File: config.mk
export PLATFORM = sky130hd
export DESIGN_NAME = base64_stream_decoder_flat
export DESIGN_NICKNAME = d
export VERILOG_FILES = /design/src/rtl/b64sd_pkg.sv /design/src/rtl/b64sd_char_if.sv /design/src/rtl/b64sd_byte_if.sv /design/src/rtl/b64sd_front.sv /design/src/rtl/b64sd_fifo.sv /design/src/rtl/b64sd_back.sv /design/src/rtl/base64_stream_decoder.sv /design/src/flat_wrapper.sv
export VERILOG_INCLUDE_DIRS = /design/src /design/src/rtl
export SDC_FILE = /design/constraint.sdc
export NUM_CORES = 1
export LEC_CHECK = 0
export ABC_AREA = 1
export BUFFER_PORTS_ARGS = -buffer_cell sky130_fd_sc_hd__buf_2
export CAP_MARGIN = 20
export CORE_ASPECT_RATIO = 1.2
export CORE_MARGIN = 2
export CORE_UTILIZATION = 50
export CTS_CLUSTER_DIAMETER = 120
export DETAILED_ROUTE_END_ITERATION = 8
export GPL_TIMING_DRIVEN = 0
export PLACE_DENSITY = 0.76
export SYNTH_ARGS = -nofsm -noshare
export SYNTH_HDL_FRONTEND = slang
export SYNTH_SLANG_ARGS = --single-unit
File: constraint.sdc
create_clock -name clk -period 4.5 [get_ports clk]
set_clock_uncertainty 0.05 [all_clocks]
set_input_delay 0.45 -clock clk [delete_from_list [all_inputs] [get_ports clk]]
set_output_delay 0.45 -clock clk [all_outputs]
set_load 0.02 [all_outputs]
File: src/rtl/base64_stream_decoder_defines.svh
// ----------------------------------------------------------------------------
// base64_stream_decoder_defines - assertion macros
// Shared assertion forms for the base64 stream decoder. Each expects clk and
// rst_n in scope.
// ----------------------------------------------------------------------------
`ifndef BASE64_STREAM_DECODER_DEFINES_SVH
`define BASE64_STREAM_DECODER_DEFINES_SVH

// Same-cycle implication, checked outside reset.
`define B64SD_ASSERT_IMPL(name, ante, cons, msg) \
  name: assert property (@(posedge clk) disable iff (!rst_n) (ante) |-> (cons)) \
    else $error(msg);

// Next-cycle implication, checked outside reset.
`define B64SD_ASSERT_NEXT(name, ante, cons, msg) \
  name: assert property (@(posedge clk) disable iff (!rst_n) (ante) |=> (cons)) \
    else $error(msg);

`endif

File: src/rtl/b64sd_pkg.sv
// ----------------------------------------------------------------------------
// b64sd_pkg - base64 stream decoder package
// Packet type passed from the character front end through the queue to the
// byte serializer.
// ----------------------------------------------------------------------------
`timescale 1ns / 1ps
`default_nettype none

package b64sd_pkg;

  // Up to three decoded bytes, first byte in word[23:16].
  // n_bytes == 0 with last set is a bare end marker.
  typedef struct packed {
    logic [23:0] word;
    logic [1:0]  n_bytes;
    logic        last;
  } pkt_t;

endpackage

`default_nettype wire

File: src/rtl/b64sd_char_if.sv
// ----------------------------------------------------------------------------
// b64sd_char_if - character channel
// Valid/ready channel carrying one encoded ASCII character per word.
// ----------------------------------------------------------------------------
`timescale 1ns / 1ps
`default_nettype none

interface b64sd_char_if;
  logic       valid;
  logic       ready;
  logic [7:0] char_code;
  logic       end_of_string;

  modport source (output valid, output char_code, output end_of_string, input ready);
  modport sink   (input valid, input char_code, input end_of_string, output ready);
endinterface

`default_nettype wire

File: src/rtl/b64sd_byte_if.sv
// ----------------------------------------------------------------------------
// b64sd_byte_if - decoded byte channel
// Valid/ready channel carrying one decoded byte or end marker per word.
// ----------------------------------------------------------------------------
`timescale 1ns / 1ps
`default_nettype none

interface b64sd_byte_if;
  logic       valid;
  logic       ready;
  logic [7:0] data_byte;
  logic       byte_valid;
  logic       last;

  modport source (output valid, output data_byte, output byte_valid, output last,
                  input ready);
  modport sink   (input valid, input data_byte, input byte_valid, input last,
                  output ready);
endinterface

`default_nettype wire

File: src/rtl/b64sd_front.sv
// ----------------------------------------------------------------------------
// b64sd_front - character classifier and group builder
// Maps each character to a sextet, gathers groups of four and turns each
// accepted character into at most one byte packet for the queue.
// ----------------------------------------------------------------------------
`timescale 1ns / 1ps
`default_nettype none

module b64sd_front (
  input  wire logic             clk,
  input  wire logic             rst_n,
  input  wire logic             in_valid,
  output logic                  in_ready,
  input  wire logic [7:0]       char_code,
  input  wire logic             end_of_string,
  input  wire logic             q_full,
  output logic                  push,
  output b64sd_pkg::pkt_t       pkt
);
  import b64sd_pkg::*;

  logic [17:0] group_r, group_nxt;
  logic [1:0]  count_r, count_nxt;
  logic        halted_r, halted_nxt;

  logic        accept;
  logic        is_alpha;
  logic [5:0]  sext;
  logic [17:0] group_app;
  logic        full_emit;
  logic [17:0] flush_grp;
  logic [1:0]  flush_cnt;
  logic [23:0] flush_word;
  logic [1:0]  flush_n;

  assign in_ready = !q_full;
  assign accept   = in_valid && in_ready;

  // Standard alphabet lookup
  always_comb begin
    is_alpha = 1'b1;
    sext     = 6'd0;
    if (char_code >= 8'h41 && char_code <= 8'h5A) begin
      sext = 6'(char_code - 8'h41);
    end else if (char_code >= 8'h61 && char_code <= 8'h7A) begin
      sext = 6'(char_code - 8'h47);
    end else if (char_code >= 8'h30 && char_code <= 8'h39) begin
      sext = 6'(char_code + 8'h04);
    end else if (char_code == 8'h2B) begin
      sext = 6'd62;
    end else if (char_code == 8'h2F) begin
      sext = 6'd63;
    end else begin
      is_alpha = 1'b0;
    end
  end

  assign group_app = {group_r[11:0], sext};
  assign full_emit = !halted_r && is_alpha && (count_r == 2'd3);

  // At most one flush per character: on a halting code, or at end of string
  // after appending the character.
  always_comb begin
    flush_grp = 18'd0;
    flush_cnt = 2'd0;
    if (!halted_r && !is_alpha) begin
      flush_grp = group_r;
      flush_cnt = count_r;
    end else if (!halted_r && is_alpha && count_r != 2'd3 && end_of_string) begin
      flush_grp = group_app;
      flush_cnt = 2'(count_r + 2'd1);
    end
  end

  always_comb begin
    case (flush_cnt)
      2'd2: begin
        flush_word = {flush_grp[11:0], 12'h000};
        flush_n    = 2'd1;
      end
      2'd3: begin
        flush_word = {flush_grp, 6'h00};
        flush_n    = 2'd2;
      end
      default: begin
        flush_word = 24'h000000;
        flush_n    = 2'd0;
      end
    endcase
  end

  always_comb begin
    pkt.word    = full_emit ? {group_r, sext} : flush_word;
    pkt.n_bytes = full_emit ? 2'd3 : flush_n;
    pkt.last    = end_of_string;
    push        = accept && (pkt.n_bytes != 2'd0 || end_of_string);
  end

  always_comb begin
    group_nxt  = group_r;
    count_nxt  = count_r;
    halted_nxt = halted_r;
    if (accept) begin
      if (end_of_string) begin
        group_nxt  = 18'd0;
        count_nxt  = 2'd0;
        halted_nxt = 1'b0;
      end else if (!halted_r) begin
        if (!is_alpha) begin
          group_nxt  = 18'd0;
          count_nxt  = 2'd0;
          halted_nxt = 1'b1;
        end else if (full_emit) begin
          group_nxt = 18'd0;
          count_nxt = 2'd0;
        end else begin
          group_nxt = group_app;
          count_nxt = 2'(count_r + 2'd1);
        end
      end
    end
  end

  always_ff @(posedge clk) begin
    if (!rst_n) begin
      group_r  <= 18'd0;
      count_r  <= 2'd0;
      halted_r <= 1'b0;
    end else begin
      group_r  <= group_nxt;
      count_r  <= count_nxt;
      halted_r <= halted_nxt;
    end
  end

endmodule

`default_nettype wire

File: src/rtl/b64sd_fifo.sv
// ----------------------------------------------------------------------------
// b64sd_fifo - packet queue
// Small flop-based queue decoupling the front end from the serializer.
// ----------------------------------------------------------------------------
`timescale 1ns / 1ps
`default_nettype none
`include "base64_stream_decoder_defines.svh"

module b64sd_fifo #(
  parameter int DEPTH = 4
) (
  input  wire logic             clk,
  input  wire logic             rst_n,
  input  wire logic             push,
  input  wire b64sd_pkg::pkt_t  wr_pkt,
  input  wire logic             pop,
  output b64sd_pkg::pkt_t       head,
  output logic                  full,
  output logic                  empty
);
  import b64sd_pkg::*;

  localparam int AW = (DEPTH > 1) ? $clog2(DEPTH) : 1;
  localparam int CW = $clog2(DEPTH + 1);

  pkt_t          mem_r [DEPTH];
  logic [AW-1:0] wr_ptr_r, wr_ptr_nxt;
  logic [AW-1:0] rd_ptr_r, rd_ptr_nxt;
  logic [CW-1:0] cnt_r, cnt_nxt;

  assign full  = (cnt_r == CW'(DEPTH));
  assign empty = (cnt_r == CW'(0));
  assign head  = mem_r[rd_ptr_r];

  always_comb begin
    wr_ptr_nxt = wr_ptr_r;
    rd_ptr_nxt = rd_ptr_r;
    if (push) begin
      wr_ptr_nxt = (wr_ptr_r == AW'(DEPTH - 1)) ? AW'(0) : AW'(wr_ptr_r + AW'(1));
    end
    if (pop) begin
      rd_ptr_nxt = (rd_ptr_r == AW'(DEPTH - 1)) ? AW'(0) : AW'(rd_ptr_r + AW'(1));
    end
    cnt_nxt = CW'(cnt_r + CW'(push) - CW'(pop));
  end

  always_ff @(posedge clk) begin
    if (push) begin
      mem_r[wr_ptr_r] <= wr_pkt;
    end
  end

  always_ff @(posedge clk) begin
    if (!rst_n) begin
      wr_ptr_r <= '0;
      rd_ptr_r <= '0;
      cnt_r    <= '0;
    end else begin
      wr_ptr_r <= wr_ptr_nxt;
      rd_ptr_r <= rd_ptr_nxt;
      cnt_r    <= cnt_nxt;
    end
  end

  `B64SD_ASSERT_IMPL(a_fifo_no_overflow, push, !full, "push into full packet queue")
  `B64SD_ASSERT_IMPL(a_fifo_no_underflow, pop, !empty, "pop from empty packet queue")

endmodule

`default_nettype wire

File: src/rtl/b64sd_back.sv
// ----------------------------------------------------------------------------
// b64sd_back - byte serializer
// Splits queued packets into one result word per cycle behind an output
// register, while a packet is available and the receiver is ready.
// ----------------------------------------------------------------------------
`timescale 1ns / 1ps
`default_nettype none
`include "base64_stream_decoder_defines.svh"

module b64sd_back (
  input  wire logic             clk,
  input  wire logic             rst_n,
  input  wire b64sd_pkg::pkt_t  head,
  input  wire logic             q_empty,
  output logic                  pop,
  output logic                  out_valid,
  input  wire logic             out_ready,
  output logic [7:0]            data_byte,
  output logic                  byte_valid,
  output logic                  last
);
  import b64sd_pkg::*;

  pkt_t       cur_r, cur_nxt;
  logic [1:0] idx_r, idx_nxt;
  logic       busy_r, busy_nxt;
  logic       vld_r, vld_nxt;
  logic [7:0] data_r, data_nxt;
  logic       bv_r, bv_nxt;
  logic       last_r, last_nxt;

  pkt_t       src;
  logic       src_ok;
  logic [1:0] idx;
  logic       final_word;
  logic [7:0] sel_byte;
  logic       load;

  assign src        = busy_r ? cur_r : head;
  assign src_ok     = busy_r || !q_empty;
  assign idx        = busy_r ? idx_r : 2'd0;
  assign final_word = (src.n_bytes == 2'd0) || (idx == 2'(src.n_bytes - 2'd1));
  assign load       = src_ok && (!vld_r || out_ready);
  assign pop        = load && !busy_r;

  always_comb begin
    case (idx)
      2'd0:    sel_byte = src.word[23:16];
      2'd1:    sel_byte = src.word[15:8];
      default: sel_byte = src.word[7:0];
    endcase
  end

  always_comb begin
    cur_nxt  = cur_r;
    idx_nxt  = idx_r;
    busy_nxt = busy_r;
    vld_nxt  = vld_r;
    data_nxt = data_r;
    bv_nxt   = bv_r;
    last_nxt = last_r;
    if (load) begin
      vld_nxt  = 1'b1;
      data_nxt = (src.n_bytes == 2'd0) ? 8'h00 : sel_byte;
      bv_nxt   = (src.n_bytes != 2'd0);
      last_nxt = src.last && final_word;
      if (busy_r) begin
        // advance within the held packet, release it after its last word
        if (final_word) begin
          busy_nxt = 1'b0;
        end else begin
          idx_nxt = 2'(idx_r + 2'd1);
        end
      end else if (!final_word) begin
        cur_nxt  = head;
        idx_nxt  = 2'd1;
        busy_nxt = 1'b1;
      end
    end else if (out_ready) begin
      vld_nxt = 1'b0;
    end
  end

  always_ff @(posedge clk) begin
    cur_r  <= cur_nxt;
    data_r <= data_nxt;
    bv_r   <= bv_nxt;
    last_r <= last_nxt;
  end

  always_ff @(posedge clk) begin
    if (!rst_n) begin
      idx_r  <= 2'd0;
      busy_r <= 1'b0;
      vld_r  <= 1'b0;
    end else begin
      idx_r  <= idx_nxt;
      busy_r <= busy_nxt;
      vld_r  <= vld_nxt;
    end
  end

  assign out_valid  = vld_r;
  assign data_byte  = data_r;
  assign byte_valid = bv_r;
  assign last       = last_r;

  `B64SD_ASSERT_IMPL(a_back_busy_multi, busy_r, cur_r.n_bytes >= 2'd2 && idx_r != 2'd0 && idx_r < cur_r.n_bytes, "held packet index out of range")
  `B64SD_ASSERT_NEXT(a_back_hold_split, load && !busy_r && !final_word, busy_r, "multi-word packet not held")

endmodule

`default_nettype wire

File: src/rtl/base64_stream_decoder.sv
// ----------------------------------------------------------------------------
// base64_stream_decoder - streaming base64 decoder, one character per word
// Path: a taken character's packet is written into the packet queue, and its
// first result word is then loaded into the output register.
// Throughput: one character per cycle in; one result word per cycle out while
// the receiver is ready. Input stalls only while the packet queue is full.
// Reset: synchronous rst_n clears group state, packet queue and output valid.
// ----------------------------------------------------------------------------
`timescale 1ns / 1ps
`default_nettype none

module base64_stream_decoder #(
  parameter int FIFO_DEPTH = 4
) (
  input  wire logic      clk,
  input  wire logic      rst_n,
  b64sd_char_if.sink     in_ch,
  b64sd_byte_if.source   out_ch
);
  import b64sd_pkg::*;

  pkt_t fr_pkt;
  pkt_t q_head;
  logic fr_push;
  logic q_full;
  logic q_empty;
  logic bk_pop;

  b64sd_front u_front (
    .clk           (clk),
    .rst_n         (rst_n),
    .in_valid      (in_ch.valid),
    .in_ready      (in_ch.ready),
    .char_code     (in_ch.char_code),
    .end_of_string (in_ch.end_of_string),
    .q_full        (q_full),
    .push          (fr_push),
    .pkt           (fr_pkt)
  );

  b64sd_fifo #(
    .DEPTH (FIFO_DEPTH)
  ) u_fifo (
    .clk    (clk),
    .rst_n  (rst_n),
    .push   (fr_push),
    .wr_pkt (fr_pkt),
    .pop    (bk_pop),
    .head   (q_head),
    .full   (q_full),
    .empty  (q_empty)
  );

  b64sd_back u_back (
    .clk        (clk),
    .rst_n      (rst_n),
    .head       (q_head),
    .q_empty    (q_empty),
    .pop        (bk_pop),
    .out_valid  (out_ch.valid),
    .out_ready  (out_ch.ready),
    .data_byte  (out_ch.data_byte),
    .byte_valid (out_ch.byte_valid),
    .last       (out_ch.last)
  );

endmodule

`default_nettype wire

File: src/flat_wrapper.sv
// flat-port wrapper written by rule: the top's interface ports become plain ports
module base64_stream_decoder_flat import b64sd_pkg::*;
#(
  parameter int FIFO_DEPTH = 4
)
  (clk, rst_n, in_ch_valid, in_ch_char_code, in_ch_end_of_string, in_ch_ready, out_ch_valid, out_ch_data_byte, out_ch_byte_valid, out_ch_last, out_ch_ready);
  b64sd_char_if in_ch_i ();
  b64sd_byte_if out_ch_i ();
  input  wire logic clk;
  input  wire logic rst_n;
  input wire logic [$bits(in_ch_i.valid)-1:0] in_ch_valid;
  input wire logic [$bits(in_ch_i.char_code)-1:0] in_ch_char_code;
  input wire logic [$bits(in_ch_i.end_of_string)-1:0] in_ch_end_of_string;
  output wire logic [$bits(in_ch_i.ready)-1:0] in_ch_ready;
  output wire logic [$bits(out_ch_i.valid)-1:0] out_ch_valid;
  output wire logic [$bits(out_ch_i.data_byte)-1:0] out_ch_data_byte;
  output wire logic [$bits(out_ch_i.byte_valid)-1:0] out_ch_byte_valid;
  output wire logic [$bits(out_ch_i.last)-1:0] out_ch_last;
  input wire logic [$bits(out_ch_i.ready)-1:0] out_ch_ready;
  assign in_ch_i.valid = in_ch_valid;
  assign in_ch_i.char_code = in_ch_char_code;
  assign in_ch_i.end_of_string = in_ch_end_of_string;
  assign in_ch_ready = in_ch_i.ready;
  assign out_ch_valid = out_ch_i.valid;
  assign out_ch_data_byte = out_ch_i.data_byte;
  assign out_ch_byte_valid = out_ch_i.byte_valid;
  assign out_ch_last = out_ch_i.last;
  assign out_ch_i.ready = out_ch_ready;
  base64_stream_decoder #(.FIFO_DEPTH(FIFO_DEPTH)) u_core (.clk(clk), .rst_n(rst_n), .in_ch(in_ch_i), .out_ch(out_ch_i));
endmodule
==> results.py, run 1 <==
metrics = {
    "yosys": {
        "netlist_top_cells_area": "edfxtp_1, dfxtp_1, nand2_1",
        "synth_warnings": 0,
        "syn-num-nets": 867,
        "synth.most_common_cell": "nand2_1",
        "yosys-top-cells-count": "nand2_1, edfxtp_1, nor2_1",
        "synthFlopType": "edfxtp_1",
        "syn-mean-instance-area_um2": 9.911,
        "synthesis.area_um2": 8275,
        "synth_top_family_by_area": "simple AND/OR/NAND/NOR gates",
        "synth_edf_count": 145,
        "synth_cell_types": 36,
        "yosysSeqAreaShare": 0.6084,
        "synth.area.mux_share": 0.001210,
        "synth_xor_area_frac": 0.01058,
        "yosys.area_share.simple": 0.1832,
        "yosysTopAreaCell": "edfxtp_1",
        "synth-adder-area-share": 0.02963,
        "syn_inst": 835,
        "synth_top_area_share": 0.5262,
        "ys_async_sr_fraction": 0,
        "ys_ff_latch": 179,
        "synth-compound-area-share": 0.1155,
    },
    "floorplan": {
        "die_area_um2": 17600,
        "rows": 51,
        "die_width_um": 121.4,
        "ioPinCount": 25,
        "die_h_um": 144.9,
        "initial_core_util": 0.5106,
        "core_area_um2": 16210,
    },
    "power_and_ir_drop": {
        "p_leak_uw": 0.003662,
        "vdd_ir_drop_max_mv": 0.3203,
        "power_uw": 5210,
        "power-per-cell-area_nw_per_um2": 563.1,
    },
    "critical_path": {
        "end_kind": "flop",
        "cpMostUsedCell": "inv_1",
        "worstSetupPathDepth": 13,
        "r2r_cells": 13,
        "critPathArrivalTime_ns": 3.72,
        "path_delay_family": "buffers and inverters",
        "critPathRequiredTime_ns": 4.58,
        "crit_type": "reg -> reg",
        "max_stage_delay_ns": 0.39,
        "crit_slowest_cell": "clkbuf_1",
        "critPathMaxFanout": 22,
        "cp_num_buf_inv": 6,
        "rrSetupSlack_ns": 0.86,
        "timing.critical_path.cells": "clkbuf_1 > inv_1 > clkbuf_1 > o21ai_0 > o22ai_1 > mux2i_1 > ha_1 > xor2_1 > inv_1 > a31oi_1 > inv_1 > nor2_2 > buf_8",
        "start_kind": "flop",
    },
    "cts": {
        "root_buffer": "clkbuf_16",
        "cts-htree-levels": 4,
        "clock_path_buffers": 2,
        "worstSkewPairLatency_ns": 0.43,
        "clk_pin_slew_ns": 0.06,
        "cts_sinks": 179,
        "cts_hold_buffers": 0,
        "post-cts-setup-buffers": 0,
        "cts_buffers": 17,
        "cts_tree": "yes",
        "post_cts_resized": 0,
    },
    "layout": {
        "nets": 909,
        "diodes": 0,
        "drive_above_1_share": 0.1090,
        "areaGrowthSynthToFinish_pct": 11.79,
    },
    "global_routing": {
        "antenna_found_initial": 0,
        "grt_pass1_wl_um": 29200,
        "grt_usage": 0.2182,
        "grt_max_degree": 28,
        "overflow": 0,
        "grt_pass1_vias": 5763,
    },
    "drt": {
        "ant_nets": 0,
        "wire_per_inst_um": 16.53,
        "routed_via_density": 5.498,
        "drtIter0Drc": 604,
        "routed_wirelength_um": 18220,
        "dr.pass1.iters": 5,
        "vias": 6059,
        "drc": 0,
    },
    "placement": {
        "hpwl_um": 12520,
        "gp_congestion": 0.9735,
        "port_buffers": 21,
    },
    "min_path": {
        "hp-class": "in -> reg",
        "min_path_cells": 1,
    },
    "timing": {
        "worstMarginPinSlew_ns": 0.9058,
        "whs_ns": 0.2342,
        "period_needed_ns": 3.637,
        "setup_viol": 0,
        "fmax_ghz": 0.2749,
        "finalHoldViolCount": 0,
        "fin_crit_sh": 0.8083,
        "slew_headroom": 0.3947,
        "slew_viol_final": 0,
        "rsz0062_at_grt": "no",
    },
    "flow_run": {
        "drv_cap": 0,
    },
    "run_status": {
        "status": "finished clean",
    },
}
[metrics by stage]
step	worst slack (ns)	std cells	util	setup TNS, ns	instance area (um2)
global route	0.6503	1102	0.5708	0	9251
finish	0.8628	1102	0.5708	0	9251
CTS	0.8966	1102	0.5708	0	9251
global placement	-0.4285	1068	0.5334	-43.44	8646
detailed placement	0.7483	1070	0.5368	0	8701
floorplan	0.9119	835	-	0	8275
[registers in the layout (all words and copies together) (netlist names), 3 cells and up, named ones only]
name / flops
u_core.u_back.data_byte: 8
u_core.u_fifo.cnt_r: 3
u_core.u_back.cur_r: 27
u_core.u_fifo.mem_r: 108
u_core.u_front.group_r: 18
[per-layer routing]
metal	track usage	up-vias	wire (um)
li1	-	2969	-
met1	0.2650	2832	7110
met2	0.3649	216	9284
met3	0.03734	42	1054
met4	0.1224	0	765
met5	0	-	0
[power breakdown]
group / total, uW / internal (uW) / switching [uW]
Sequential: 2260 / 2180 / 80.3
Combinational: 1560 / 462 / 1100
Clock: 1390 / 803 / 583
[layout make-up]
type                    count  area (um2)
fillers                  1398        6957
flip-flops and latches    179        5035
multi-input cells         557        2848
clock buffers              19       432.9
well taps                 212       265.3
inverters                  62       235.2
plain buffers              37       190.2
repair buffers             23       127.6
clock inverters            13       117.6
[final timing paths]
path	from	to
worst min register to register	u_core.u_front.group_r[13]	u_core.u_front.group_r[13]
worst min-delay path	in_ch_end_of_string	u_core.u_fifo.mem_r[3][0]
worst max register to register	flop	u_core.u_back.cur_r[10]
worst max-delay path	flop	u_core.u_back.cur_r[10]
[placed cells by master (no fill, tap or decap), types with 2 or more instances in the layout]
cell | Yosys | final
nor2_4 | 2 | 6
inv_2 | 9 | 9
o22ai_1 | 26 | 26
o21ai_1 | 6 | 6
nand4_1 | 5 | 5
bufinv_16 | 0 | 2
a21oi_1 | 33 | 33
clkinv_2 | 0 | 4
nand3_1 | 63 | 63
o21bai_1 | 8 | 8
nand2_2 | 5 | 5
a31oi_1 | 9 | 9
nor2_1 | 104 | 99
nand3_2 | 3 | 3
nand2_4 | 3 | 3
clkinv_1 | 2 | 6
inv_1 | 50 | 50
buf_4 | 4 | 5
clkbuf_16 | 0 | 17
clkbuf_1 | 24 | 26
xor2_1 | 10 | 10
buf_6 | 4 | 4
ha_1 | 18 | 18
buf_2 | 5 | 26
nand2_1 | 159 | 159
nor2_2 | 3 | 4
o21ai_0 | 91 | 91
dfxtp_1 | 34 | 34
edfxtp_1 | 145 | 145
clkinvlp_4 | 0 | 3
[kinds of logic (layout without fill, tap and decap cells)]
logic type / count (synthesis) / in the layout
AOI/OAI and AO/OA: 176 / 176
adders and majority gates: 19 / 19
muxes: 1 / 1
xor gates and xnor gates: 10 / 10
and+or+nand+nor: 351 / 351
DFF: 179 / 179
buffers and inverters: 99 / 154
Note: power is estimated with default switching activity, not from simulation.
==> inputs of run 2 (changes only) <==
Settings changed: ABC_AREA 1 to 0.
Clock period 4.5 ns to 3.65 ns, I/O delays scaled along.
==> run 2 against run 1 <==
  * Synthesized area down 4.0%
  * Largest power group unchanged
  * Clock power up 27%
  * Sequential power up 23%
==> results.py, run 2 <==
metrics = {
    "power_and_ir_drop": {
        "combinationalPowerShare": 0.258,
        "switching_share": 0.2924,
        "vdd_ir_drop_max_mv": 0.3672,
        "power_frac_seq": 0.453,
        "p_leak_uw": 0.003135,
        "net-switching-power_uw": 1790,
        "p_int_uw": 4332,
        "clkPwrFrac": 0.289,
        "power-per-cell-area_nw_per_um2": 675.9,
    },
    "cts": {
        "cts-htree-levels": 4,
        "clk_pin_slew_ns": 0.07,
        "clock_path_buffers": 2,
        "cts_buffers": 17,
        "worstSkewPairLatency_ns": 0.42,
        "root_buffer": "clkbuf_16",
        "cts_tree": "yes",
        "cts_sinks": 179,
    },
    "yosys": {
        "syn-mean-instance-area_um2": 14.47,
        "yosysTopAreaCell": "edfxtp_1",
        "ys_ff_latch": 179,
        "syn_inst": 549,
        "yosys-top-cells-count": "edfxtp_1, nor2_1, nand2_1",
        "synthFlopType": "edfxtp_1",
        "synth.most_common_cell": "edfxtp_1",
        "netlist_top_cells_area": "edfxtp_1, dfxtp_1, mux4_2",
        "ys_async_sr_fraction": 0,
        "syn-num-nets": 581,
        "synth_warnings": 0,
        "synthesis.area_um2": 7941,
        "synth_top_area_share": 0.5483,
        "synth_cell_types": 74,
        "synth_edf_count": 145,
        "yosysSeqAreaShare": 0.6340,
    },
    "critical_path": {
        "r2r-end": "u_core.u_back.cur_r[7]",
        "start_kind": "input pin",
        "r2r_cells": 10,
        "rrSetupSlack_ns": 0.31,
        "end_kind": "flop",
        "critPathMaxFanout": 10,
        "critPathRequiredTime_ns": 3.89,
        "critPathArrivalTime_ns": 3.59,
        "crit_type": "in -> reg",
    },
    "timing": {
        "period_needed_ns": 3.347,
        "slew_viol_final": 0,
        "fmax_ghz": 0.2987,
        "setup_viol": 0,
        "worstMarginPinSlew_ns": 0.7388,
        "finalHoldViolCount": 0,
        "rsz0062_at_grt": "no",
        "fin_crit_sh": 0.9171,
        "tns_ns": 0,
        "slew_headroom": 0.5075,
    },
    "layout": {
        "final_cell_mix": "edfxtp_1, nor2_1, nand2_1",
        "stdcell_area_um2": 9057,
        "fin_cells": 817,
        "areaGrowthSynthToFinish_pct": 14.05,
        "drive_above_1_share": 0.2069,
        "fill_cells": 1181,
        "diodes": 0,
        "largest_reg_flops": 108,
        "top_register": "u_core.u_fifo.mem_r",
        "postLayoutCoreUtil": 0.5814,
        "mostFrequentLayoutCell": "edfxtp_1",
        "nets": 628,
        "largest_registers": "u_core.u_fifo.mem_r (108), u_core.u_back.cur_r (27), u_core.u_front.group_r (18)",
    },
    "floorplan": {
        "die_h_um": 142.1,
        "ioPinCount": 25,
        "rows": 50,
        "die_width_um": 119.0,
        "core_area_um2": 15580,
        "die_area_um2": 16910,
        "initial_core_util": 0.5098,
    },
    "placement": {
        "gp_congestion": 0.9366,
        "post_dp_cell_area_um2": 8442,
        "port_buffers": 23,
        "hpwl_um": 11700,
        "dp.cells": 785,
    },
    "drt": {
        "vias": 4826,
        "dr.pass1.iters": 5,
        "ant_nets": 0,
        "routed_wirelength_um": 16830,
        "wire_per_inst_um": 20.60,
        "routed_via_density": 5.907,
        "drc": 0,
        "drtIter0Drc": 413,
    },
    "global_routing": {
        "overflow": 0,
        "grt_pass1_vias": 4951,
        "grt_pass1_wl_um": 26500,
        "grt_usage": 0.2087,
        "grt_max_degree": 21,
        "antenna_found_initial": 0,
    },
    "flow_run": {
        "drv_cap": 0,
    },
    "min_path": {
        "hold_end": "u_core.u_fifo.mem_r[1][0]",
        "min_path_cells": 1,
        "hp-class": "in -> reg",
        "hold_start": "in_ch_end_of_string",
    },
    "run_status": {
        "status": "finished clean",
    },
}
==> run 2: kinds of logic after synthesis <==
family	Yosys count	share of synthesized area
xor gates and xnor gates	8	0.008823
and+or+nand+nor	126	0.07909
adders and majority gates	19	0.03088
DFF	179	0.6340
AOI/OAI and AO/OA	110	0.1062
buffers and inverters	55	0.03119
muxes	52	0.1098
==> run 2: routing by layer <==
layer / up-vias / share of wire / global-route usage
met1: 2424 / 0.39 / 0.2324
met2: 154 / 0.54 / 0.3851
met5: - / 0 / 0
met4: 0 / 0.029 / 0.1009
li1: 2211 / - / -
met3: 37 / 0.040 / 0.03726
==> run 2: how the worst max path moves through the flow <==
stage	startpoint	to
floorplan	in_ch_char_code[2]	u_core.u_fifo.mem_r[3][0]
global placement	in_ch_char_code[2]	u_core.u_fifo.mem_r[0][4]
detailed placement	in_ch_char_code[2]	u_core.u_fifo.mem_r[1][3]
CTS	flop	u_core.u_back.cur_r[7]
global route	in_ch_char_code[2]	u_core.u_fifo.cnt_r[2]
finish	in_ch_char_code[2]	u_core.u_fifo.cnt_r[2]
==> run 2: power groups by stage <==
stage	registers [uW]	clock network [uW]	logic, uW
6_report	2770	1770	1580
5_1_grt	2800	1860	1730
3_5_place_dp	2810	0	1570
2_1_floorplan	2870	0	1020
3_3_place_gp	2810	0	1440
4_1_cts	2770	1790	1590
==> run 2: area by class of cell <==
| type | count | area [um2] | share of cell area |
|---|---|---|---|
| Buffer | 28 | 150.1 | 0.01658 |
| Clock buffer | 18 | 429.2 | 0.04738 |
| Clock inverter | 14 | 152.6 | 0.01685 |
| Inverter | 26 | 97.59 | 0.01077 |
| Multi-Input combinational cell | 315 | 2685 | 0.2965 |
| Sequential cell | 179 | 5035 | 0.5559 |
| Tap cell | 208 | 260.3 | 0.02873 |
| Timing Repair Buffer | 29 | 247.7 | 0.02735 |
==> run 2: through the flow <==
step           total power (uW)  setup slack [ns]  hold WS (ns)
6_report                   6122            0.3026        0.1505
5_1_grt                    6392           0.05145        0.1462
4_1_cts                    6151           0.04362        0.1329
3_5_place_dp               4379           -0.6552        0.4643
3_3_place_gp               4246            -1.029        0.4420
2_1_floorplan              3895           0.04600        0.4139
==> run 2: repair_timing <==
item                                    CTS  global route
endpoints found under the setup margin  108            23
pin swaps                                 0             1
gates resized for setup                   6             3
hold buffers                              0             0
buffers inserted                          0             1
==> run 2: critical path, stage by stage <==
cell and delay (ns):
buf_2 0.21, inv_1 0.18, ha_2 0.26, nor2b_1 0.14, o21ai_0 0.47, a21oi_4 0.18, a311o_1 0.44, a31oi_4 0.31
ha_1 0.19, inv_1 0.05, fa_1 0.40, xor2_1 0.18, xnor2_1 0.13, nor2_1 0.05
==> inputs of run 3 (changes only) <==
Settings changed: SKIP_CTS_REPAIR_TIMING set to 1, SYNTH_HIERARCHICAL set to 1.
==> run 3 against run 2 <==
  * Final area rose by 2.2%
  * Worst setup slack got worse by 0.071 ns
  * Clock-buffer cell count rose by 7
  * Fmax fell by 2.1%
  * Power rose by 0.81%
  * Largest power group unchanged
  * Routed wire length rose by 3.6%
  * Critical endpoint is now u_core/u_fifo/mem_r[2][18]
==> results.py, run 3 <==
metrics = {
    "run_status": {
        "status": "finished clean",
    },
    "drt": {
        "drtIter0Drc": 631,
        "dr.pass1.iters": 5,
        "routed_via_density": 5.993,
        "vias": 5010,
        "wire_per_inst_um": 20.85,
        "routed_wirelength_um": 17430,
        "drc": 0,
        "ant_nets": 0,
    },
    "yosys": {
        "synth_warnings": 6,
        "synthFlopType": "edfxtp_1",
        "yosys-top-cells-count": "edfxtp_1, dfxtp_1, nand2_1",
        "yosysSeqAreaShare": 0.6181,
        "synth.most_common_cell": "edfxtp_1",
        "synthesis.area_um2": 8145,
        "synth_edf_count": 145,
        "syn_inst": 563,
        "ys_async_sr_fraction": 0,
        "syn-mean-instance-area_um2": 14.47,
        "synth_top_area_share": 0.5346,
        "yosysTopAreaCell": "edfxtp_1",
        "syn-num-nets": 595,
        "synth_cell_types": 74,
        "ys_ff_latch": 179,
        "netlist_top_cells_area": "edfxtp_1, dfxtp_1, mux4_2",
    },
    "timing": {
        "fmax_ghz": 0.2925,
        "whs_ns": 0.2564,
        "slew_viol_final": 0,
        "slew_headroom": 0.4265,
        "worstMarginPinSlew_ns": 0.8539,
        "fin_crit_sh": 0.9366,
        "rsz0062_at_grt": "no",
        "setup_viol": 0,
        "fin_ws_ns": 0.2313,
        "finalHoldViolCount": 0,
        "period_needed_ns": 3.419,
    },
    "layout": {
        "final_cell_mix": "edfxtp_1, dfxtp_1, buf_2, nand2_1, nor2_1",
        "nets": 643,
        "largest_registers": "u_core/u_fifo/mem_r (108), u_core/u_back/cur_r (27), u_core/u_front/group_r (18)",
        "largest_reg_flops": 108,
        "multiInputGateArea_um2": 2843,
        "seqCellArea_um2": 5035,
        "drive_above_1_share": 0.2179,
        "areaGrowthSynthToFinish_pct": 13.63,
        "mostFrequentLayoutCell": "edfxtp_1",
        "diodes": 0,
        "fill_cells": 1252,
        "top_register": "u_core/u_fifo/mem_r",
    },
    "critical_path": {
        "start_kind": "input pin",
        "critPathRequiredTime_ns": 3.73,
        "timing.critical_path.cells": "buf_2 > inv_1 > ha_1 > and2_1 > o31a_2 > o21a_1 > nor3_4 > a211oi_1 > nor2b_1 > and2_2 > buf_16",
        "critPathMaxFanout": 16,
        "end_kind": "flop",
        "crit_slowest_cell": "and2_2",
        "critPathArrivalTime_ns": 3.50,
        "max_stage_delay_ns": 0.50,
        "crit_type": "in -> reg",
    },
    "floorplan": {
        "die_area_um2": 17330,
        "die_width_um": 120.5,
        "core_area_um2": 16080,
        "die_h_um": 143.8,
        "ioPinCount": 25,
        "initial_core_util": 0.5065,
        "rows": 51,
    },
    "power_and_ir_drop": {
        "vdd_ir_drop_max_mv": 0.3752,
        "p_leak_uw": 0.003013,
        "power_uw": 6171,
        "power-per-cell-area_nw_per_um2": 666.8,
    },
    "cts": {
        "clock_path_buffers": 2,
        "clk_pin_slew_ns": 0.06,
        "cts_tree": "yes",
        "root_buffer": "clkbuf_16",
        "worstSkewPairLatency_ns": 0.43,
        "cts-htree-levels": 4,
        "cts_sinks": 179,
        "cts_buffers": 17,
    },
    "global_routing": {
        "antenna_found_initial": 0,
        "grt_pass1_wl_um": 27840,
        "grt_usage": 0.2140,
        "grt_pass1_vias": 5125,
        "overflow": 0,
        "grt_max_degree": 19,
    },
    "placement": {
        "hpwl_um": 11860,
        "pre_cts_slack_ns": -0.4816,
        "port_buffers": 24,
        "gp_congestion": 0.8716,
    },
    "flow_run": {
        "drv_cap": 0,
    },
    "min_path": {
        "hp-class": "in -> reg",
    },
}
==> run 3: stage by stage <==
| step | area (um2) | util | std cells | TNS, ns |
|---|---|---|---|---|
| floorplan | 8152 | - | 563 | 0 |
| global placement | 8537 | 0.5309 | 799 | -91.62 |
| detailed placement | 8642 | 0.5374 | 804 | -35.16 |
| CTS | 9249 | 0.5752 | 836 | -0.7485 |
| global route | 9255 | 0.5756 | 836 | 0 |
| finish | 9255 | 0.5756 | 836 | 0 |
==> run 3: area by class of cell <==
| type | count | share of cell area |
|---|---|---|
| plain buffers | 26 | 0.02190 |
| clock buffers | 25 | 0.05245 |
| clock inverters | 7 | 0.01311 |
| inverters | 23 | 0.009328 |
| multi-input cells | 335 | 0.3072 |
| flip-flops and latches | 179 | 0.5440 |
| well taps | 212 | 0.02866 |
| repair buffers | 29 | 0.02339 |
==> run 3: worst paths after layout <==
check                                          startpoint                         end  slack [ns]  cells past startpoint
worst max register to register                       flop      u_core/u_back/cur_r[8]        0.50                      7
worst min register to register  u_core/u_fifo/rd_ptr_r[0]                        flop        0.48                      2
worst max-delay path                   in_ch_char_code[2]  u_core/u_fifo/mem_r[2][18]        0.23                     11
worst min-delay path                  in_ch_end_of_string     u_core/u_front/halted_r        0.26                      4
==> run 3: logic make-up (layout without fill, tap and decap cells) <==
| logic type | after synthesis | in the layout | synth area share |
|---|---|---|---|
| muxes | 48 | 48 | 0.1038 |
| and+or+nand+nor | 138 | 138 | 0.09201 |
| buffers and inverters | 49 | 110 | 0.03548 |
| xor gates and xnor gates | 5 | 5 | 0.007220 |
| DFF | 179 | 179 | 0.6181 |
| adders and majority gates | 19 | 19 | 0.03011 |
| AOI/OAI and AO/OA | 125 | 125 | 0.1132 |
==> run 3: power by group <==
group | internal [uW] | total, uW | switching, uW
Clock | 1140 | 1860 | 727
Sequential | 2650 | 2760 | 109
Combinational | 634 | 1550 | 917
==> run 3: routing by layer <==
| metal | vias to the layer above | global-route usage | wire length [um] |
|---|---|---|---|
| met1 | 2511 | 0.2479 | 6882 |
| met3 | 40 | 0.04206 | 716 |
| met5 | - | 0 | 0 |
| met4 | 0 | 0.08629 | 438 |
| met2 | 184 | 0.3883 | 9391 |
| li1 | 2275 | - | - |
==> run 3: critical path, delay by kind of cell <==
| family | cells | cell delay [ns] |
|---|---|---|
| AO/OA/AOI/OAI | 3 | 0.80 |
| adder cells (fa/ha/maj) | 1 | 0.29 |
| buffers and inverters | 3 | 0.55 |
| AND/OR/NAND/NOR | 4 | 1.47 |
